==> src/rtl/puw_pkg.sv <==
package puw_pkg;

   // field widths
   localparam int PHASE_W   = 24;
   localparam int OUT_W     = 32;
   localparam int FRAC_BITS = 13;

   // pi scaled by 2^60, rounded to fixed point with round half up
   localparam logic [63:0] PI_2P60     = 64'h3243F6A8885A308D;
   localparam logic [63:0] PI_FIX_L    =
      (PI_2P60 + (64'd1 << (59 - FRAC_BITS))) >> (60 - FRAC_BITS);
   localparam logic [63:0] TWO_PI_FIX_L =
      (PI_2P60 + (64'd1 << (58 - FRAC_BITS))) >> (59 - FRAC_BITS);

   // difference plus pi, and the floor quotient by two pi
   localparam int DIFF_W      = PHASE_W + 2;
   localparam int CONST_W     = 18;
   localparam int RECIP_SHIFT = 32;
   localparam logic [63:0] RECIP_L =
      ((64'd1 << RECIP_SHIFT) + TWO_PI_FIX_L - 64'd1) / TWO_PI_FIX_L;
   localparam int PROD_W      = DIFF_W + CONST_W;
   localparam int QUO_W       = PROD_W - RECIP_SHIFT;
   localparam int TK_W        = QUO_W + CONST_W;
   localparam int DELTA_W     = PHASE_W + 2;

   localparam logic signed [DIFF_W-1:0]  PI_D     = DIFF_W'(PI_FIX_L);
   localparam logic signed [CONST_W-1:0] RECIP_S  = CONST_W'(RECIP_L);
   localparam logic signed [CONST_W-1:0] TWO_PI_S = CONST_W'(TWO_PI_FIX_L);
   localparam logic signed [TK_W-1:0]    TWO_PI_T = TK_W'(TWO_PI_FIX_L);

   // output saturation limits
   localparam logic signed [OUT_W-1:0] OUT_MAX = {1'b0, {(OUT_W-1){1'b1}}};
   localparam logic signed [OUT_W-1:0] OUT_MIN = {1'b1, {(OUT_W-1){1'b0}}};

   // queue between front and back
   localparam int FIFO_DEPTH = 4;
   localparam int FIFO_PTR_W = 2;
   localparam int FIFO_CNT_W = 3;

   // classified item handed from front to back
   typedef struct packed {
      logic                      first;
      logic signed [PHASE_W-1:0] phase;
      logic signed [DELTA_W-1:0] delta;
   } puw_item_type;

endpackage

==> src/rtl/phase_unwrap_stream_top.sv <==
// an item reaches rsp_tvalid through three front stages, queue and output register
// throughput: one item per cycle unless the queue is full; the three-stage front
// quotient pipeline and the back correction accumulate each take one item a cycle
// a four-entry queue between front and back absorbs output stalls
// reset (synchronous, active high) empties pipeline and queue and clears the
// previous sample and the running correction to zero
module phase_unwrap_stream_top (
   input  logic        clock,
   input  logic        reset,
   input  logic        req_tvalid,
   output logic        req_tready,
   input  logic [23:0] req_tdata,   // [23:0] phase_in
   input  logic        req_tuser,   // [0] first_of_series
   output logic        rsp_tvalid,
   input  logic        rsp_tready,
   output logic [31:0] rsp_tdata,   // [31:0] phase_out
   output logic        rsp_tuser    // [0] saturated
);

   logic                  push_valid;
   puw_pkg::puw_item_type push_item;
   logic                  fifo_full;
   logic                  pop;
   logic                  pop_valid;
   puw_pkg::puw_item_type pop_item;

   // difference, wrap detection and two-pi multiple
   puw_front u_front (
      .clock      (clock),
      .reset      (reset),
      .req_tvalid (req_tvalid),
      .req_tready (req_tready),
      .req_tdata  (req_tdata),
      .req_tuser  (req_tuser),
      .fifo_full  (fifo_full),
      .push_valid (push_valid),
      .push_item  (push_item)
   );

   // item queue
   puw_fifo u_fifo (
      .clock      (clock),
      .reset      (reset),
      .push_valid (push_valid),
      .push_item  (push_item),
      .full       (fifo_full),
      .pop        (pop),
      .pop_valid  (pop_valid),
      .pop_item   (pop_item)
   );

   // running correction and output
   puw_back u_back (
      .clock      (clock),
      .reset      (reset),
      .fifo_valid (pop_valid),
      .fifo_item  (pop_item),
      .pop        (pop),
      .rsp_tvalid (rsp_tvalid),
      .rsp_tready (rsp_tready),
      .rsp_tdata  (rsp_tdata),
      .rsp_tuser  (rsp_tuser)
   );

endmodule

==> src/rtl/puw_front.sv <==
module puw_front (
   input  logic                   clock,
   input  logic                   reset,
   input  logic                   req_tvalid,
   output logic                   req_tready,
   input  logic [23:0]            req_tdata,
   input  logic                   req_tuser,
   input  logic                   fifo_full,
   output logic                   push_valid,
   output puw_pkg::puw_item_type  push_item
);

   logic enable;
   logic accept;

   logic signed [puw_pkg::PHASE_W-1:0] x;
   logic signed [puw_pkg::PHASE_W-1:0] prev_ff, prev_in;
   logic signed [puw_pkg::DIFF_W-1:0]  d;
   logic signed [puw_pkg::DIFF_W-1:0]  n_in;
   logic                               wrap_in;

   logic                               s1_valid_ff, s2_valid_ff, s3_valid_ff;
   logic                               s1_first_ff, s2_first_ff, s3_first_ff;
   logic                               s1_wrap_ff, s2_wrap_ff, s3_wrap_ff;
   logic signed [puw_pkg::PHASE_W-1:0] s1_x_ff, s2_x_ff, s3_x_ff;
   logic signed [puw_pkg::DIFF_W-1:0]  s1_n_ff, s2_n_ff, s3_n_ff;

   logic signed [puw_pkg::PROD_W-1:0]  prod;
   logic signed [puw_pkg::QUO_W-1:0]   s2_q_ff, s2_q_in;
   logic signed [puw_pkg::TK_W-1:0]    s3_tk_ff, s3_tk_in;

   logic signed [puw_pkg::TK_W-1:0]    rem;
   logic signed [puw_pkg::TK_W-1:0]    tk_fix;
   logic signed [puw_pkg::TK_W-1:0]    tk_neg;

   // whole pipeline advances together, held only when the queue is full
   assign enable     = !s3_valid_ff || !fifo_full;
   assign req_tready = enable;
   assign accept     = req_tvalid && enable;

   // difference to the previous sample, plus pi for the floor division
   assign x       = signed'(req_tdata[puw_pkg::PHASE_W-1:0]);
   assign d       = puw_pkg::DIFF_W'(x) - puw_pkg::DIFF_W'(prev_ff);
   assign n_in    = d + puw_pkg::PI_D;
   assign wrap_in = (d >= puw_pkg::PI_D) || (d <= -puw_pkg::PI_D);
   assign prev_in = accept ? x : prev_ff;

   // quotient estimate by reciprocal, may be one off
   assign prod    = s1_n_ff * puw_pkg::RECIP_S;
   assign s2_q_in = prod[puw_pkg::PROD_W-1:puw_pkg::RECIP_SHIFT];

   // estimate times two pi
   assign s3_tk_in = s2_q_ff * puw_pkg::TWO_PI_S;

   // one step correction of the quotient, then negate for the delta
   always_comb begin
      rem = puw_pkg::TK_W'(s3_n_ff) - s3_tk_ff;
      if (rem < 0) begin
         tk_fix = s3_tk_ff - puw_pkg::TWO_PI_T;
      end else if (rem >= puw_pkg::TWO_PI_T) begin
         tk_fix = s3_tk_ff + puw_pkg::TWO_PI_T;
      end else begin
         tk_fix = s3_tk_ff;
      end
      tk_neg = -tk_fix;
   end

   assign push_valid      = s3_valid_ff && enable;
   assign push_item.first = s3_first_ff;
   assign push_item.phase = s3_x_ff;
   assign push_item.delta = (s3_wrap_ff && !s3_first_ff) ?
                            tk_neg[puw_pkg::DELTA_W-1:0] : '0;

   // control state
   always_ff @(posedge clock) begin
      if (reset) begin
         prev_ff     <= '0;
         s1_valid_ff <= 1'b0;
         s2_valid_ff <= 1'b0;
         s3_valid_ff <= 1'b0;
      end else begin
         prev_ff <= prev_in;
         if (enable) begin
            s1_valid_ff <= req_tvalid;
            s2_valid_ff <= s1_valid_ff;
            s3_valid_ff <= s2_valid_ff;
         end
      end
   end

   // pipeline payload
   always_ff @(posedge clock) begin
      if (enable) begin
         s1_first_ff <= req_tuser;
         s1_wrap_ff  <= wrap_in;
         s1_x_ff     <= x;
         s1_n_ff     <= n_in;
         s2_first_ff <= s1_first_ff;
         s2_wrap_ff  <= s1_wrap_ff;
         s2_x_ff     <= s1_x_ff;
         s2_n_ff     <= s1_n_ff;
         s2_q_ff     <= s2_q_in;
         s3_first_ff <= s2_first_ff;
         s3_wrap_ff  <= s2_wrap_ff;
         s3_x_ff     <= s2_x_ff;
         s3_n_ff     <= s2_n_ff;
         s3_tk_ff    <= s3_tk_in;
      end
   end

endmodule

==> src/rtl/puw_fifo.sv <==
module puw_fifo (
   input  logic                  clock,
   input  logic                  reset,
   input  logic                  push_valid,
   input  puw_pkg::puw_item_type push_item,
   output logic                  full,
   input  logic                  pop,
   output logic                  pop_valid,
   output puw_pkg::puw_item_type pop_item
);

   puw_pkg::puw_item_type           mem_ff [puw_pkg::FIFO_DEPTH];
   logic [puw_pkg::FIFO_PTR_W-1:0]  wr_ptr_ff, wr_ptr_in;
   logic [puw_pkg::FIFO_PTR_W-1:0]  rd_ptr_ff, rd_ptr_in;
   logic [puw_pkg::FIFO_CNT_W-1:0]  count_ff, count_in;
   logic                            do_push;
   logic                            do_pop;

   assign full      = (count_ff == puw_pkg::FIFO_CNT_W'(puw_pkg::FIFO_DEPTH));
   assign pop_valid = (count_ff != '0);
   assign pop_item  = mem_ff[rd_ptr_ff];

   assign do_push = push_valid && !full;
   assign do_pop  = pop && pop_valid;

   // pointer and fill count
   always_comb begin
      wr_ptr_in = do_push ? wr_ptr_ff + 1'b1 : wr_ptr_ff;
      rd_ptr_in = do_pop  ? rd_ptr_ff + 1'b1 : rd_ptr_ff;
      count_in  = count_ff;
      if (do_push && !do_pop) begin
         count_in = count_ff + 1'b1;
      end else if (do_pop && !do_push) begin
         count_in = count_ff - 1'b1;
      end
   end

   always_ff @(posedge clock) begin
      if (reset) begin
         wr_ptr_ff <= '0;
         rd_ptr_ff <= '0;
         count_ff  <= '0;
      end else begin
         wr_ptr_ff <= wr_ptr_in;
         rd_ptr_ff <= rd_ptr_in;
         count_ff  <= count_in;
      end
   end

   // storage
   always_ff @(posedge clock) begin
      if (do_push) begin
         mem_ff[wr_ptr_ff] <= push_item;
      end
   end

endmodule

==> src/rtl/puw_back.sv <==
module puw_back (
   input  logic                  clock,
   input  logic                  reset,
   input  logic                  fifo_valid,
   input  puw_pkg::puw_item_type fifo_item,
   output logic                  pop,
   output logic                  rsp_tvalid,
   input  logic                  rsp_tready,
   output logic [31:0]           rsp_tdata,
   output logic                  rsp_tuser
);

   logic signed [puw_pkg::OUT_W-1:0] corr_ff, corr_in;
   logic signed [puw_pkg::OUT_W-1:0] y_ff, y_in;
   logic                             clip_ff, clip_in;
   logic                             out_valid_ff, out_valid_in;

   logic signed [puw_pkg::OUT_W:0]   corr_sum;
   logic signed [puw_pkg::OUT_W-1:0] corr_sat;
   logic signed [puw_pkg::OUT_W:0]   y_sum;
   logic signed [puw_pkg::OUT_W-1:0] y_sat;
   logic                             corr_clip;
   logic                             y_clip;

   // take the next item when the output register is free or draining
   assign pop = fifo_valid && (!out_valid_ff || rsp_tready);

   // correction update and output sum, both saturating
   always_comb begin
      corr_sum  = (puw_pkg::OUT_W+1)'(corr_ff) + (puw_pkg::OUT_W+1)'(fifo_item.delta);
      corr_clip = corr_sum[puw_pkg::OUT_W] != corr_sum[puw_pkg::OUT_W-1];
      if (corr_clip) begin
         corr_sat = corr_sum[puw_pkg::OUT_W] ? puw_pkg::OUT_MIN : puw_pkg::OUT_MAX;
      end else begin
         corr_sat = corr_sum[puw_pkg::OUT_W-1:0];
      end
      y_sum  = (puw_pkg::OUT_W+1)'(fifo_item.phase) + (puw_pkg::OUT_W+1)'(corr_sat);
      y_clip = y_sum[puw_pkg::OUT_W] != y_sum[puw_pkg::OUT_W-1];
      if (y_clip) begin
         y_sat = y_sum[puw_pkg::OUT_W] ? puw_pkg::OUT_MIN : puw_pkg::OUT_MAX;
      end else begin
         y_sat = y_sum[puw_pkg::OUT_W-1:0];
      end
   end

   // first sample of a series passes through and clears the correction
   always_comb begin
      corr_in      = corr_ff;
      y_in         = y_ff;
      clip_in      = clip_ff;
      out_valid_in = out_valid_ff && !rsp_tready;
      if (pop) begin
         out_valid_in = 1'b1;
         if (fifo_item.first) begin
            corr_in = '0;
            y_in    = puw_pkg::OUT_W'(fifo_item.phase);
            clip_in = 1'b0;
         end else begin
            corr_in = corr_sat;
            y_in    = y_sat;
            clip_in = corr_clip || y_clip;
         end
      end
   end

   always_ff @(posedge clock) begin
      if (reset) begin
         corr_ff      <= '0;
         out_valid_ff <= 1'b0;
      end else begin
         corr_ff      <= corr_in;
         out_valid_ff <= out_valid_in;
      end
   end

   // output register
   always_ff @(posedge clock) begin
      y_ff    <= y_in;
      clip_ff <= clip_in;
   end

   assign rsp_tvalid = out_valid_ff;
   assign rsp_tdata  = y_ff;
   assign rsp_tuser  = clip_ff;

endmodule

==> config.mk <==
export PLATFORM = sky130hd
export DESIGN_NAME = phase_unwrap_stream_top
export DESIGN_NICKNAME = d
export VERILOG_FILES = /design/src/rtl/puw_pkg.sv /design/src/rtl/phase_unwrap_stream_top.sv /design/src/rtl/puw_front.sv /design/src/rtl/puw_fifo.sv /design/src/rtl/puw_back.sv
export SDC_FILE = /design/constraint.sdc
export NUM_CORES = 2
export LEC_CHECK = 0
export BUFFER_PORTS_ARGS = -buffer_cell sky130_fd_sc_hd__buf_2
export CORE_MARGIN = 3
export CORE_UTILIZATION = 45
export DETAILED_ROUTE_END_ITERATION = 10
export GPL_TIMING_DRIVEN = 0
export SLEW_MARGIN = 10
export SYNTH_ARGS = -nofsm -noshare
export SYNTH_HDL_FRONTEND = slang
export SYNTH_HIERARCHICAL = 1
export SYNTH_SLANG_ARGS = --single-unit
==> constraint.sdc <==
create_clock -name clock -period 8.9 [get_ports clock]
set_input_delay 0 -clock clock [delete_from_list [all_inputs] [get_ports clock]]
set_output_delay 0 -clock clock [all_outputs]
set_load 0.03 [all_outputs]
==> impl_metrics.json <==
{
  "status": "complete, no violations",
  "track_usage": 0.195,
  "final_max_slew_viol_count": 0,
  "grt_max_degree": 68,
  "portBuffers": 63,
  "grt_pass1_wl_mm": 133,
  "setup_viol": 0,
  "cts_tree": "built",
  "dieArea_sq_um": 85200,
  "numCtsBuffers": 52,
  "wire_per_inst_um": 17.9,
  "worst_pin_slew_ps": 1050,
  "cts_buffer_depth": 3,
  "overflow": 0,
  "cp-start-kind": "flop",
  "end_kind": "flop",
  "yosys_warnings": 6,
  "design.core.area_sq_um": 80700,
  "clk_pin_slew_ps": 60,
  "fin_tns_setup_ps": 0,
  "viasPerCell": 5.35,
  "fin_crit_ps": 7590,
  "fmax_mhz": 132,
  "synth_flop_cell": "edfxtp_1",
  "start_util": 0.456,
  "cp.arrival_ps": 7940,
  "fin_crit_sh": 0.853,
  "clkSinkCount": 491,
  "instances_no_fill": 4610,
  "grt_pass1_vias": 24600,
  "synth_top_cell_by_area": "edfxtp_1",
  "num_rows": 104,
  "finalHoldViolations": 0,
  "required_ps": 9250,
  "clock_latency_ps": 630,
  "die_w_um": 292,
  "htreeDepth": 2,
  "synth-edff-count": 422,
  "fp.dieH_um": 292,
  "mostFrequentLayoutCells": "inv_1, edfxtp_1, ha_1",
  "area_growth_pct": 10.5,
  "slew_headroom": 0.298,
  "clock_skew_ps": 53.5,
  "synth_seq_cells": 491,
  "synth_cell_type_count": 116,
  "syn_area_sq_um": 36800,
  "antenna_found_initial": 0,
  "synth-async-reset-ratio": 0,
  "final_area_sq_um": 40600,
  "fin_util": 0.503,
  "drive_gt1_frac": 0.101,
  "ant_nets": 0,
  "post-cts-setup-buffer-count": 0,
  "hp-class": "in2reg",
  "postSynthCellCount": 3351,
  "grt_setup_unrepaired": "false",
  "yosysSeqAreaShare": 0.382,
  "final_common_cell": "inv_1",
  "first_iter_violations": 1243,
  "dp.final_hpwl_mm": 64.2,
  "drt-total-wl_mm": 82.4,
  "timing_worst_setup_path_type": "reg2reg",
  "num_io_pins": 64,
  "cts_root_buf": "clkbuf_16",
  "nNetsFinal": 4109,
  "gp_congestion": 0.922,
  "first_pass_iters": 6,
  "syn_area_per_cell_sq_um": 11.0,
  "cp_max_fo": 18,
  "dpl.cell_count": 4483,
  "placed_area_sq_um": 38600,
  "yosys-top-cells-area": "edfxtp_1, ha_1, fa_1, inv_1, dfxtp_1",
  "vias": 24700,
  "drcViolationCount": 0,
  "cap_violations": 0,
  "yosysTopAreaCellShare": 0.345
}
-- worst max-delay path, stage by stage (launching register included) --
cell and delay [ps]:
edfxtp_1 1040, clkbuf_1 400, clkbuf_1 420, clkbuf_1 400
xnor2_1 140, ha_1 320, ha_1 280, inv_1 40
fa_1 470, inv_1 60, fa_1 560, fa_1 510
ha_1 370, nand3_1 130, nor3_1 280, and3_1 200
nand3_1 160, a21oi_1 370, o21a_1 190, o21a_1 190
o221ai_1 180, o21ai_0 310, a21oi_1 140, xnor2_1 150
-- path summary, 6_finish.rpt --
| kind | start | end | slack, ps | depth (start not counted) |
|---|---|---|---|---|
| worst max-delay path | u_front/s1_n_ff[25] | u_front/s2_q_ff[11] | 1310 | 23 |
| worst min-delay path | req_tdata[8] | u_front/s1_x_ff[8] | 150 | 2 |
| worst max register to register | u_front/s1_n_ff[25] | u_front/s2_q_ff[11] | 1310 | 23 |
| worst min register to register | u_front/s2_n_ff[10] | u_front/s3_n_ff[10] | 420 | 0 |
-- layer usage --
layer  wire length (um)  vias to the layer above  global-route usage
li1                   -                    12200                   -
met1              37800                    11900               0.265
met2              39800                      440               0.332
met3               2700                      113              0.0218
met4               2110                        0              0.0524
met5                  0                        -                   0
-- what timing repair did --
action,in CTS,in global routing
resized for setup,0,0
endpoints found under the hold margin,60,0
hold buffers,29,0
-- Yosys cell counts, types with 52 or more instances --
| master | instances |
|---|---|
| fa_1 | 214 |
| a21oi_1 | 193 |
| dfxtp_1 | 69 |
| nand3_1 | 52 |
| o21ai_0 | 118 |
| nand2_1 | 237 |
| edfxtp_1 | 422 |
| nor3_1 | 57 |
| ha_1 | 360 |
| inv_1 | 510 |
| nor2_1 | 169 |
| xnor2_1 | 121 |
| xor2_1 | 58 |
-- cell type report --
cell class | count | area [sq um]
flip-flops and latches | 491 | 14100
fillers | 7413 | 40100
plain buffers | 99 | 594
clock buffers | 64 | 1390
multi-input cells | 2253 | 20200
repair buffers | 98 | 771
well taps | 1060 | 1330
inverters | 511 | 1920
clock inverters | 33 | 335
diodes | 1 | 2.50
-- per-stage QoR --
stage / hold slack (ps) / worst slack (ps)
after floorplan: 69.1 / 2600
after global placement: 228 / 519
after detailed placement: 227 / 1280
after CTS: 106 / 1250
after global routing: 133 / 616
final: 149 / 1310
-- sequential cells by signal, summed over array words and instances (netlist names), 2 cells and up, named ones only --
register          count
u_front/s3_tk_ff     25
u_fifo/rd_ptr_ff      2
u_fifo/count_ff       3
u_front/s3_n_ff      22
u_front/s2_x_ff      24
u_back/rsp_tdata     32
u_fifo/mem_ff       204
u_front/prev_ff      24
u_back/corr_ff       32
u_fifo/wr_ptr_ff      2
u_front/s3_x_ff      24
u_front/s1_x_ff      24
u_front/s1_n_ff      26
u_front/s2_n_ff      22
u_front/s2_q_ff      12
-- cell families after synthesis --
| family | Yosys count | synth area share |
|---|---|---|
| flip-flops | 491 | 0.382 |
| AND/OR/NAND/NOR | 725 | 0.0977 |
| buffers and inverters | 610 | 0.0683 |
| XOR/XNOR | 179 | 0.0426 |
| AO/OA/AOI/OAI | 698 | 0.132 |
| multiplexers | 73 | 0.0376 |
| other | 1 | 0.000102 |
| adder cells (fa/ha/maj) | 574 | 0.239 |
Power is left out: the tool's default activity adds up to more than one toggle a clock period on the data nets, which glitch-free logic cannot reach.
